<file path="config.mk">
export PLATFORM = sky130hd
export DESIGN_NAME = utf8_stream_decoder_flat
export DESIGN_NICKNAME = d
export VERILOG_FILES = /design/src/rtl/utf8d_pkg.sv /design/src/rtl/utf8d_if.sv /design/src/rtl/utf8d_in_reg.sv /design/src/rtl/utf8d_decode.sv /design/src/rtl/utf8d_out_reg.sv /design/src/rtl/utf8_stream_decoder.sv /design/src/flat_wrapper.sv
export VERILOG_INCLUDE_DIRS = /design/src /design/src/rtl
export SDC_FILE = /design/constraint.sdc
export NUM_CORES = 1
export LEC_CHECK = 0
export ABC_AREA = 1
export BUFFER_PORTS_ARGS = -buffer_cell sky130_fd_sc_hd__buf_2
export CORE_AREA = 8 8 95 97
export CTS_CLUSTER_DIAMETER = 50
export DETAILED_ROUTE_END_ITERATION = 12
export DIE_AREA = 0 0 103 105
export PLACE_DENSITY_LB_ADDON = 0.08
export SYNTH_ARGS = -nofsm -noshare
export SYNTH_HDL_FRONTEND = slang
export SYNTH_SLANG_ARGS = --single-unit
</file>
<file path="constraint.sdc">
create_clock -name clk -period 1.85 [get_ports clk]
set_clock_uncertainty 0.05 [all_clocks]
set_input_delay 0.185 -clock clk [delete_from_list [all_inputs] [get_ports clk]]
set_output_delay 0.185 -clock clk [all_outputs]
set_load 0.1 [all_outputs]
</file>
<file path="src/rtl/utf8_stream_decoder_defines.svh">
// Assertion macros shared by the UTF-8 stream decoder RTL.
`ifndef UTF8_STREAM_DECODER_DEFINES_SVH
`define UTF8_STREAM_DECODER_DEFINES_SVH

`ifndef NO_ASSERTIONS

// Same-cycle implication, checked on every rising clock edge out of reset.
`define UTF8D_ASSERT_SAME(label, clk, rst_n, ante, cons) \
	label: assert property (@(posedge clk) disable iff (!rst_n) (ante) |-> (cons)) \
		else $error("utf8d assertion failed");

// Next-cycle implication, checked on every rising clock edge out of reset.
`define UTF8D_ASSERT_NEXT(label, clk, rst_n, ante, cons) \
	label: assert property (@(posedge clk) disable iff (!rst_n) (ante) |=> (cons)) \
		else $error("utf8d assertion failed");

`else

`define UTF8D_ASSERT_SAME(label, clk, rst_n, ante, cons)
`define UTF8D_ASSERT_NEXT(label, clk, rst_n, ante, cons)

`endif

`endif

</file>
<file path="src/rtl/utf8d_pkg.sv">
// Types and constants of the UTF-8 stream decoder.
package utf8d_pkg;

	localparam int unsigned BYTE_W  = 8;
	localparam int unsigned CP_W    = 21;
	localparam int unsigned COUNT_W = 16;

	// Character counter ceiling: the lesser of COUNT_MAX and the counter range
	localparam longint unsigned COUNT_MAX = 65535;
	localparam logic [COUNT_W-1:0] COUNT_LIMIT =
		(COUNT_MAX > 65535) ? 16'hFFFF : COUNT_W'(COUNT_MAX);

	// Payload masks for lead and continuation bytes
	localparam logic [BYTE_W-1:0] CONT_MASK  = 8'h3F;
	localparam logic [BYTE_W-1:0] LEAD2_MASK = 8'h1F;
	localparam logic [BYTE_W-1:0] LEAD3_MASK = 8'h0F;
	localparam logic [BYTE_W-1:0] LEAD4_MASK = 8'h07;

	// Continuation bytes still expected after each lead form
	localparam logic [1:0] PEND_NONE = 2'd0;
	localparam logic [1:0] PEND_TWO  = 2'd1;
	localparam logic [1:0] PEND_THREE = 2'd2;
	localparam logic [1:0] PEND_FOUR = 2'd3;

	typedef struct packed {
		logic [BYTE_W-1:0] byte_in;
		logic              is_last;
	} in_word_t;

	typedef struct packed {
		logic [CP_W-1:0]    code_point;
		logic               error;
		logic               end_of_string;
		logic [COUNT_W-1:0] char_count;
	} result_t;

endpackage

</file>
<file path="src/rtl/utf8d_if.sv">
// Handshake channels of the UTF-8 stream decoder: byte words in, character words out.
interface utf8d_byte_if import utf8d_pkg::*; ();
	logic              valid;
	logic              ready;
	logic [BYTE_W-1:0] byte_in;
	logic              is_last;

	modport source (output valid, output byte_in, output is_last, input ready);
	modport sink (input valid, input byte_in, input is_last, output ready);
endinterface

interface utf8d_char_if import utf8d_pkg::*; ();
	logic               valid;
	logic               ready;
	logic [CP_W-1:0]    code_point;
	logic               error;
	logic               end_of_string;
	logic [COUNT_W-1:0] char_count;

	modport source (output valid, output code_point, output error, output end_of_string,
		output char_count, input ready);
	modport sink (input valid, input code_point, input error, input end_of_string,
		input char_count, output ready);
endinterface

</file>
<file path="src/rtl/utf8d_in_reg.sv">
// Input register stage: captures one byte word per cycle while the stage can drain, and holds it until it advances.
module utf8d_in_reg import utf8d_pkg::*; (
	input  logic            clk,
	input  logic            arst_n,
	utf8d_byte_if.sink      din,
	input  logic            adv,
	output logic            valid_s1,
	output in_word_t        word_s1
);

	logic valid_q;

	// Take a new word when the stage is empty or drains this cycle
	assign din.ready = !valid_q || adv;

	always_ff @(posedge clk or negedge arst_n) begin
		if (!arst_n) begin
			valid_q <= 1'b0;
		end else if (din.valid && din.ready) begin
			valid_q <= 1'b1;
		end else if (adv) begin
			valid_q <= 1'b0;
		end
	end

	// Hold payload while stalled
	always_ff @(posedge clk) begin
		if (din.valid && din.ready) begin
			word_s1.byte_in <= din.byte_in;
			word_s1.is_last <= din.is_last;
		end
	end

	assign valid_s1 = valid_q;

endmodule

</file>
<file path="src/rtl/utf8d_decode.sv">
// Decode logic and per-string state: sequence length, partial value, count, drop flag.
module utf8d_decode import utf8d_pkg::*; (
	input  logic     clk,
	input  logic     arst_n,
	input  logic     adv,
	input  in_word_t word_s1,
	output logic     res_valid,
	output result_t  res
);

	logic [1:0]         pending_q, pending_n;
	logic [CP_W-1:0]    value_q, value_n;
	logic [COUNT_W-1:0] count_q, count_n;
	logic               disc_q, disc_n;

	logic [CP_W-1:0]    shifted;
	logic [CP_W-1:0]    char_val;
	logic [COUNT_W-1:0] count_inc;
	logic [1:0]         pend_dec;
	logic               do_char, do_err, go_disc, is_lead, is_bad;
	logic [BYTE_W-1:0]  b;
	logic               last;

	assign b    = word_s1.byte_in;
	assign last = word_s1.is_last;

	// Merge six payload bits of a continuation byte
	assign shifted   = {value_q[CP_W-7:0], 6'(b & CONT_MASK)};
	assign pend_dec  = pending_q - 2'd1;
	assign count_inc = (count_q < COUNT_LIMIT) ? count_q + 16'd1 : count_q;

	always_comb begin
		pending_n = pending_q;
		value_n   = value_q;
		count_n   = count_q;
		disc_n    = disc_q;
		do_char   = 1'b0;
		do_err    = 1'b0;
		go_disc   = 1'b0;
		is_lead   = 1'b0;
		is_bad    = 1'b0;
		char_val  = '0;
		res_valid = 1'b0;
		res       = '0;

		// Classify the byte against the current sequence state
		if (disc_q) begin
			do_err = last;
		end else if (pending_q == PEND_NONE) begin
			if (b inside {[8'h00:8'h7F]}) begin
				do_char  = 1'b1;
				char_val = CP_W'(b);
			end else if (b inside {[8'hC0:8'hDF]}) begin
				is_lead   = 1'b1;
				value_n   = CP_W'(b & LEAD2_MASK);
				pending_n = PEND_TWO;
			end else if (b inside {[8'hE0:8'hEF]}) begin
				is_lead   = 1'b1;
				value_n   = CP_W'(b & LEAD3_MASK);
				pending_n = PEND_THREE;
			end else if (b inside {[8'hF0:8'hF7]}) begin
				is_lead   = 1'b1;
				value_n   = CP_W'(b & LEAD4_MASK);
				pending_n = PEND_FOUR;
			end else begin
				is_bad = 1'b1;
			end
			if ((is_lead || is_bad) && last) begin
				do_err = 1'b1;
			end else if (is_bad) begin
				go_disc = 1'b1;
			end
		end else begin
			if (pend_dec == PEND_NONE) begin
				do_char  = 1'b1;
				char_val = shifted;
			end else begin
				value_n   = shifted;
				pending_n = pend_dec;
				do_err    = last;
			end
		end

		// Emit a finished character; clear the string on its last byte
		if (do_char) begin
			res_valid         = 1'b1;
			res.code_point    = char_val;
			res.end_of_string = last;
			res.char_count    = count_inc;
			pending_n         = PEND_NONE;
			value_n           = '0;
			count_n           = last ? '0 : count_inc;
		end

		// Emit the closing error word and clear the string
		if (do_err) begin
			res_valid         = 1'b1;
			res.error         = 1'b1;
			res.end_of_string = 1'b1;
			pending_n         = PEND_NONE;
			value_n           = '0;
			count_n           = '0;
			disc_n            = 1'b0;
		end

		// Drop the rest of a malformed string
		if (go_disc) begin
			pending_n = PEND_NONE;
			value_n   = '0;
			disc_n    = 1'b1;
		end
	end

	// Advance state when the input stage hands over a word
	always_ff @(posedge clk or negedge arst_n) begin
		if (!arst_n) begin
			pending_q <= PEND_NONE;
			value_q   <= '0;
			count_q   <= '0;
			disc_q    <= 1'b0;
		end else if (adv) begin
			pending_q <= pending_n;
			value_q   <= value_n;
			count_q   <= count_n;
			disc_q    <= disc_n;
		end
	end

endmodule

</file>
<file path="src/rtl/utf8d_out_reg.sv">
// Result register: holds one character word until the sink takes it.
module utf8d_out_reg import utf8d_pkg::*; (
	input  logic         clk,
	input  logic         arst_n,
	input  logic         load,
	input  result_t      res,
	output logic         free,
	utf8d_char_if.source dout
);

	logic    valid_q;
	result_t res_q;

	// Room for a new word when empty or when the held word leaves now
	assign free = !valid_q || dout.ready;

	always_ff @(posedge clk or negedge arst_n) begin
		if (!arst_n) begin
			valid_q <= 1'b0;
		end else if (load) begin
			valid_q <= 1'b1;
		end else if (dout.ready) begin
			valid_q <= 1'b0;
		end
	end

	always_ff @(posedge clk) begin
		if (load) begin
			res_q <= res;
		end
	end

	assign dout.valid         = valid_q;
	assign dout.code_point    = res_q.code_point;
	assign dout.error         = res_q.error;
	assign dout.end_of_string = res_q.end_of_string;
	assign dout.char_count    = res_q.char_count;

endmodule

</file>
<file path="src/rtl/utf8_stream_decoder.sv">
// Channel  Dir  Width  Contents
// din      in   8+1    byte_in, is_last
// dout     out  21+1+1+16  code_point, error, end_of_string, char_count
//
// One byte word per cycle while dout takes results; an accepted word waits in the
// input register and is decoded as it moves into the result register. Words that
// end no character produce nothing. Reset clears control and per-string state.
// A stall on dout holds the result register; the input register still takes
// one more word, then din.ready drops until dout drains.
`include "utf8_stream_decoder_defines.svh"

module utf8_stream_decoder import utf8d_pkg::*; (
	input  logic         clk,
	input  logic         arst_n,
	utf8d_byte_if.sink   din,
	utf8d_char_if.source dout
);

	logic     valid_s1;
	in_word_t word_s1;
	logic     adv;
	logic     free;
	logic     res_valid;
	result_t  res;

	// Advance the input stage when the result register has room
	assign adv = valid_s1 && free;

	utf8d_in_reg u_in_reg (
		.clk      (clk),
		.arst_n   (arst_n),
		.din      (din),
		.adv      (adv),
		.valid_s1 (valid_s1),
		.word_s1  (word_s1)
	);

	utf8d_decode u_decode (
		.clk       (clk),
		.arst_n    (arst_n),
		.adv       (adv),
		.word_s1   (word_s1),
		.res_valid (res_valid),
		.res       (res)
	);

	utf8d_out_reg u_out_reg (
		.clk    (clk),
		.arst_n (arst_n),
		.load   (adv && res_valid),
		.res    (res),
		.free   (free),
		.dout   (dout)
	);

	// An error word always closes the string with zero value and count
	`UTF8D_ASSERT_SAME(a_err_word, clk, arst_n, dout.valid && dout.error,
		dout.end_of_string && dout.code_point == '0 && dout.char_count == '0)

	// A stalled input word stays put
	`UTF8D_ASSERT_NEXT(a_s1_hold, clk, arst_n, valid_s1 && !adv,
		valid_s1 && $stable(word_s1))

	// A decoded word reaches the output the next cycle
	`UTF8D_ASSERT_NEXT(a_res_load, clk, arst_n, adv && res_valid, dout.valid)

endmodule

</file>
<file path="src/flat_wrapper.sv">
// flat-port wrapper written by rule: the top's interface ports become plain ports
module utf8_stream_decoder_flat import utf8d_pkg::*;
  (clk, arst_n, din_valid, din_byte_in, din_is_last, din_ready, dout_valid, dout_code_point, dout_error, dout_end_of_string, dout_char_count, dout_ready);
  utf8d_byte_if din_i ();
  utf8d_char_if dout_i ();
  input  logic clk;
  input  logic arst_n;
  input wire logic [$bits(din_i.valid)-1:0] din_valid;
  input wire logic [$bits(din_i.byte_in)-1:0] din_byte_in;
  input wire logic [$bits(din_i.is_last)-1:0] din_is_last;
  output wire logic [$bits(din_i.ready)-1:0] din_ready;
  output wire logic [$bits(dout_i.valid)-1:0] dout_valid;
  output wire logic [$bits(dout_i.code_point)-1:0] dout_code_point;
  output wire logic [$bits(dout_i.error)-1:0] dout_error;
  output wire logic [$bits(dout_i.end_of_string)-1:0] dout_end_of_string;
  output wire logic [$bits(dout_i.char_count)-1:0] dout_char_count;
  input wire logic [$bits(dout_i.ready)-1:0] dout_ready;
  assign din_i.valid = din_valid;
  assign din_i.byte_in = din_byte_in;
  assign din_i.is_last = din_is_last;
  assign din_ready = din_i.ready;
  assign dout_valid = dout_i.valid;
  assign dout_code_point = dout_i.code_point;
  assign dout_error = dout_i.error;
  assign dout_end_of_string = dout_i.end_of_string;
  assign dout_char_count = dout_i.char_count;
  assign dout_i.ready = dout_ready;
  utf8_stream_decoder u_core (.clk(clk), .arst_n(arst_n), .din(din_i), .dout(dout_i));
endmodule
</file>
==> Word-level counts from Yosys, hierarchy flattened <==
Cells that the tools add are included.
{ "word_totals": {"input_bits": 13, "register_bits": 84, "out_inout_bits": 41, "elab_cells": 112} }
{ "classes": {"n_addsub": 2, "bitwise_logic": 1, "reduce_logical": 23, "eq_ne": 4, "mux": 61, "n_lt_le_gt_ge": 9} }
{ "op_table": {"columns": ["cell", "count"], "rows": [
  ["$mux 15", 10],
  ["$mux 16", 4],
  ["$mux 21", 2],
  ["$mux 1", 32],
  ["$ge 8x8->1 const B", 3],
  ["$le 8x8->1 const B", 3],
  ["$mux 2", 11],
  ["$mux 17", 1],
  ["$add 16x1->16 const B", 1],
  ["$lt 16x16->1 const B", 1],
  ["$ne 5x5->1 const B", 2],
  ["$ge 8x1->1 const B", 1],
  ["$le 8x7->1 const B", 1],
  ["$logic_and 1x1->1", 8],
  ["$mux 8", 1],
  ["$reduce_bool 2->1", 4],
  ["$ne 7x4->1 const B", 1],
  ["$reduce_and 5->1", 1],
  ["$logic_not 2->1", 2],
  ["$ne 4x1->1 const B", 1],
  ["$reduce_and 2->1", 2],
  ["$logic_or 1x1->1", 3],
  ["$logic_not 1->1", 2],
  ["$reduce_or 2->1", 1],
  ["2 further kinds", 2]
]} }

==> Longest topological paths before layout <==
{ "logic_depth": {"word_depth": 16, "mapped_depth": 10, "depth_no_buf": 10} }

==> Modules after synthesis <==
Synthesis repeated with hierarchy kept, for this count alone.
{ "unflattened": {"hier_cells": 396, "hier_area_um2": 3782.4} }
{ "by_module_without_submodules": {"columns": ["mod", "n_inst", "area_each_um2", "seq_area_each_um2", "cells_per_inst"], "rows": [
  ["utf8d_decode", 1, 2233.4, 850.8, 333],
  ["utf8d_out_reg", 1, 1216.2, 1196.1, 44],
  ["utf8d_in_reg", 1, 315.3, 295.3, 15],
  ["utf8_stream_decoder", 1, 17.5, 0.0, 4]
]} }

==> Worst setup path before layout <==
Ideal clock, no wire load.
{ "synth_path": {"kind": "register to register", "from": "register u_core.u_out_reg.valid_q (netlist: u_core.u_out_reg.dout.valid)", "to": "register u_core.u_in_reg.word_s1[0] (netlist name)", "arrival_ns": 2.380, "synth_period_minus_slack_ns": 2.714, "setup_time_ns": 0.284, "setup_slack_ns": -0.864, "t_required_ns": 1.516, "stages_incl_launch_ff": 4, "path_buffers": 0, "cell_sequence": "dfrtp_1 nand3_1 nand2_1 inv_1"} }
{ "synth_via": {"elab_chain_cells": 5} }
{ "synth_lines": {"columns": ["element", "line_no", "source"], "rows": [
  ["from (decl)", "utf8d_out_reg.sv:11", "logic valid_q;"],
  ["from (signal assigned)", "utf8d_out_reg.sv:19", "valid_q <= 1'b0;"],
  ["from (signal assigned)", "utf8d_out_reg.sv:21", "valid_q <= 1'b1;"],
  ["from (signal assigned)", "utf8d_out_reg.sv:23", "valid_q <= 1'b0;"],
  ["$logic_not 1->1", "utf8d_out_reg.sv:15", "assign free = !valid_q || dout.ready;"],
  ["$logic_or 1x1->1", "utf8d_out_reg.sv:15", null],
  ["$logic_and 1x1->1", "utf8_stream_decoder.sv:27", "assign adv = valid_s1 && free;"],
  ["$logic_or 1x1->1", "utf8d_in_reg.sv:14", "assign din.ready = !valid_q || adv;"],
  ["net din_ready", "flat_wrapper.sv:11", "output wire logic [$bits(din_i.ready)-1:0] din_ready;"],
  ["$logic_and 1x1->1", "utf8d_in_reg.sv:28", "if (din.valid && din.ready) begin"]
]} }
The timed path passes the listed nets, and every way through them passes these cells.
A chain may end at the register's enable or synchronous reset.

==> Worst setup path in the final report <==
{ "layout_path": {"from": "register u_core.u_decode.pending_q[1]", "to": "register u_core.u_out_reg.res_q (netlist bit u_core.u_out_reg.dout.char_count[9]), enable pin"} }
{ "layout_via": {"elab_chain_cells": 8, "elab_cells_between_ends": 12, "classes_between": "1 x add/sub; 8 x mux; 3 x reduce/logical"} }
{ "layout_lines": {"columns": ["element", "line_no", "source"], "rows": [
  ["from (decl)", "utf8d_decode.sv:11", "logic [1:0] pending_q, pending_n;"],
  ["from (signal assigned)", "utf8d_decode.sv:122", "pending_q <= pending_n;"],
  ["$sub 2x1->2", "utf8d_decode.sv:29", "assign pend_dec = pending_q - 2'd1;"],
  ["$logic_not 2->1", "utf8d_decode.sv:74", "if (pend_dec == PEND_NONE) begin"],
  ["$mux 1", "utf8d_decode.sv:74", null],
  ["$mux 1", "utf8d_decode.sv:49", "end else if (pending_q == PEND_NONE) begin"],
  ["$mux 1", "utf8d_decode.sv:47", "if (disc_q) begin"],
  ["$mux 1", "utf8d_decode.sv:85", "if (do_char) begin"],
  ["$mux 1 (*)", "utf8d_decode.sv:96", "if (do_err) begin"],
  ["$logic_and 1x1->1 (*)", "utf8_stream_decoder.sv:50", ".load (adv && res_valid),"],
  ["net u_core.u_out_reg.load", "utf8d_out_reg.sv:5", "input logic load,"],
  ["to (signal assigned)", "utf8d_out_reg.sv:29", "res_q <= res;"],
  ["to (decl)", "utf8d_out_reg.sv:12", "result_t res_q;"]
]} }
Mark *: on every way through the listed nets, which the timed path passes. The rest lies on a longest branch.

==> flow_summary.yaml <==
run_status:
  run_status: "completed"
clock_tree:
  htreeDepth: 3
  clk_pin_slew_ps: 80
  postCtsSetupRepairBufs: 0
  insertion_delay_ps: 360
  cts_tree: "done"
  cts-root-buf: "clkbuf_8"
  cts_sinks: 84
  cts.path.max_buffers: 2
  cts_buffers: 9
logic_synthesis:
  synthCells: 387
  ys_seq_elements: 84
  syn_area_per_cell_um2: 9.65
  ys_top_cells_by_area: "edfxtp_1 39%, dfrtp_1 24%, nand2_1 9.7%"
  yosysMostFrequentCell: "nand2_1"
  synth.yosys.seq_area_share_pct: 62.7
  syn-cell-area_mm2: 0.00373
  synth_common_cells: "96 x nand2_1, 48 x edfxtp_1, 48 x inv_1, 48 x nor2_1, 36 x dfrtp_1"
  yosysTopAreaCell: "edfxtp_1"
  synth_edf_count: 48
  yosysUniqueCellTypes: 29
  synth_top_area_share_pct: 38.6
  ys.flop_type: "edfxtp_1"
  async_reset_ff_share_pct: 42.9
  yosys_warnings: 0
  syn_nets: 401
global_routing:
  grt-ovfl-total: 0
  grt_pass1_vias: 2666
  grt_max_degree: 35
  grt_usage_pct: 15.0
  grt_pass1_wl_um: 12700
  antenna_found_initial: 0
worst_setup_path:
  r2r_setup_slack_ps: 150
  worst_setup_path_start_kind: "register"
  cp.required_ps: 1860
  path_max_fanout: 26
  cp-end-kind: "register"
  critPathArrivalTime_ps: 1710
  path_class: "reg2reg"
pwr:
  seq_power_share_pct: 38.1
  peakVddDrop_mv: 0.837
  pwr-share-clk_pct: 19.6
  p_per_area_mw_per_mm2: 1480
  power_switching_uw: 3210
  internal_power_uw: 3490
  p_sw_share_pct: 47.9
  comb_power_share_pct: 42.3
  leakage_uw: 0.00201
drt:
  viasPerCell: 4.89
  routedWlPerCell_um: 13.4
  antenna_left: 0
  post-route-drc-count: 0
  dr.pass1.iters: 4
  vias: 2791
  drt-initial-drc-count: 141
  wl_um: 7630
sta:
  fmax_mhz: 588
  period_needed_ps: 1700
  final-hold-violation-count: 0
  finalCritPeriodShare_pct: 92.0
  rsz0062_at_grt: "false"
  final-setup-viol-count: 0
  worst_pin_slew_ps: 493
  setup_ws_ps: 148
  tns_ps: 0
  slew_headroom_pct: 67.4
  slew_violations: 0
floorplanning:
  die_w_um: 103
  die_h_um: 105
  dieArea_mm2: 0.0108
  row_count: 32
  initial_utilization_pct: 49.6
  fp.coreArea_mm2: 0.00753
  io-pin-count: 54
place:
  hpwl_um: 5390
  port-buffer-count: 53
  dpl_worst_slack_ps: 149
  place_congestion: 0.889
final_layout:
  nets: 478
  n_antenna_cell: 0
  area_growth_pct: 21.0
  drive_gt1_share_pct: 20.7
worst_hold_path:
  worst_hold_path_type: "in2reg"
flow_run:
  cap_viol_max_count: 0
cells by family (layout without fill, tap and decap cells):
group / after synthesis / after routing / synth area share [%]
AO/OA/AOI/OAI: 43 / 43 / 6.17
XOR/XNOR: 7 / 7 / 1.64
adder cells (fa/ha/maj): 1 / 1 / 0.335
buffers and inverters: 61 / 143 / 6.94
flip-flops: 84 / 84 / 62.7
AND/OR/NAND/NOR: 191 / 191 / 22.2
placed cells by master (no fill, tap or decap), types with 3 or more instances in the layout:
cell           netlist  final
buf_12               0      3
edfxtp_1            48     48
xor2_1               7      7
dfrtp_1             36     34
nor2_1              48     48
o21bai_1             3      3
o21ai_0             23     23
clkbuf_8             0      9
inv_1               48     48
buf_2                3     53
nand4_1             10     10
nand3_1             24     23
nand2_1             96     96
dlygate4sd3_1        0     11
o21ai_1              4      4
buf_4                1     10
clkinv_4             0      3
a21oi_1             10     10
power groups by stage:
| stage | clock, uW | combinational, uW | sequential (uW) |
|---|---|---|---|
| 3_3_place_gp | 0 | 2820 | 2590 |
| 3_5_place_dp | 0 | 2840 | 2590 |
| 4_1_cts | 1350 | 2860 | 2560 |
| 6_report | 1310 | 2830 | 2550 |
| 2_1_floorplan | 0 | 689 | 4180 |
| 5_1_grt | 1420 | 2990 | 2600 |
worst max-delay path: stages, from the launching register on:
cell	delay [ps]
dfrtp_1	410
inv_1	120
nand3_1	130
nand2_4	120
nor2_4	60
inv_2	100
nand2_4	60
inv_4	150
buf_12	200
flip-flops by register name, summed over array words and instances (netlist names), 2 cells and up:
signal,count
u_core.u_in_reg.word_s1,9
u_core.u_out_reg.dout.char_count,16
u_core.u_decode.count_q,16
u_core.u_decode.pending_q,2
u_core.u_decode.value_q,15
u_core.u_out_reg.dout.code_point,21
layout make-up:
cell class	instances	area, um2
Fill cell	665	3010
Multi-Input combinational cell	242	1140
Inverter	50	190
Clock buffer	9	124
Sequential cell	84	2340
Timing Repair Buffer	77	510
Tap cell	102	128
Clock inverter	7	75.1
metal layers:
layer / vias to the layer above / wire length (um) / track usage (%)
met5: - / 0 / 0
met4: 0 / 93 / 6.83
met3: 9 / 569 / 4.05
met2: 77 / 3370 / 21.4
met1: 1285 / 3600 / 20.6
li1: 1420 / - / -
timing repair:
item | 4_1_cts | 5_1_grt
endpoints found under the hold margin | 27 | 0
resized for setup | 0 | 1
endpoints found under the setup margin | 0 | 1
hold buffers | 11 | 0
final timing paths:
check,from,endpoint,cells past startpoint
setup / recovery,u_core.u_decode.pending_q[1]$_DFFE_PN0P_,u_core.u_out_reg.dout.char_count[9]$_SDFFCE_PN0P_,8
hold / removal,dout_ready,u_core.u_in_reg.valid_s1$_DFFE_PN0P_,4
setup reg to reg,u_core.u_decode.pending_q[1]$_DFFE_PN0P_,u_core.u_out_reg.dout.char_count[9]$_SDFFCE_PN0P_,8
hold reg to reg,u_core.u_decode.value_q[5]$_DFFE_PN0P_,u_core.u_decode.value_q[11]$_DFFE_PN0P_,2
max in group asynchronous,arst_n,u_core.u_decode.count_q[0]$_DFFE_PN0P_,3
min in group asynchronous,arst_n,u_core.u_decode.count_q[14]$_DFFE_PN0P_,2
metrics by stage:
stage / std cells / utilization (%) / hold slack [ps] / area, um2 / power, uW
detailed placement: 544 / 55.9 / 111 / 4210 / 5430
CTS: 571 / 60.0 / 48.2 / 4520 / 6760
global placement: 544 / 55.9 / 111 / 4210 / 5410
finish: 571 / 60.0 / 54.7 / 4520 / 6700
global route: 571 / 60.0 / 70.4 / 4520 / 7010
floorplan: 387 / - / -161 / 3750 / 4870
(Power assumes the default switching activity.)
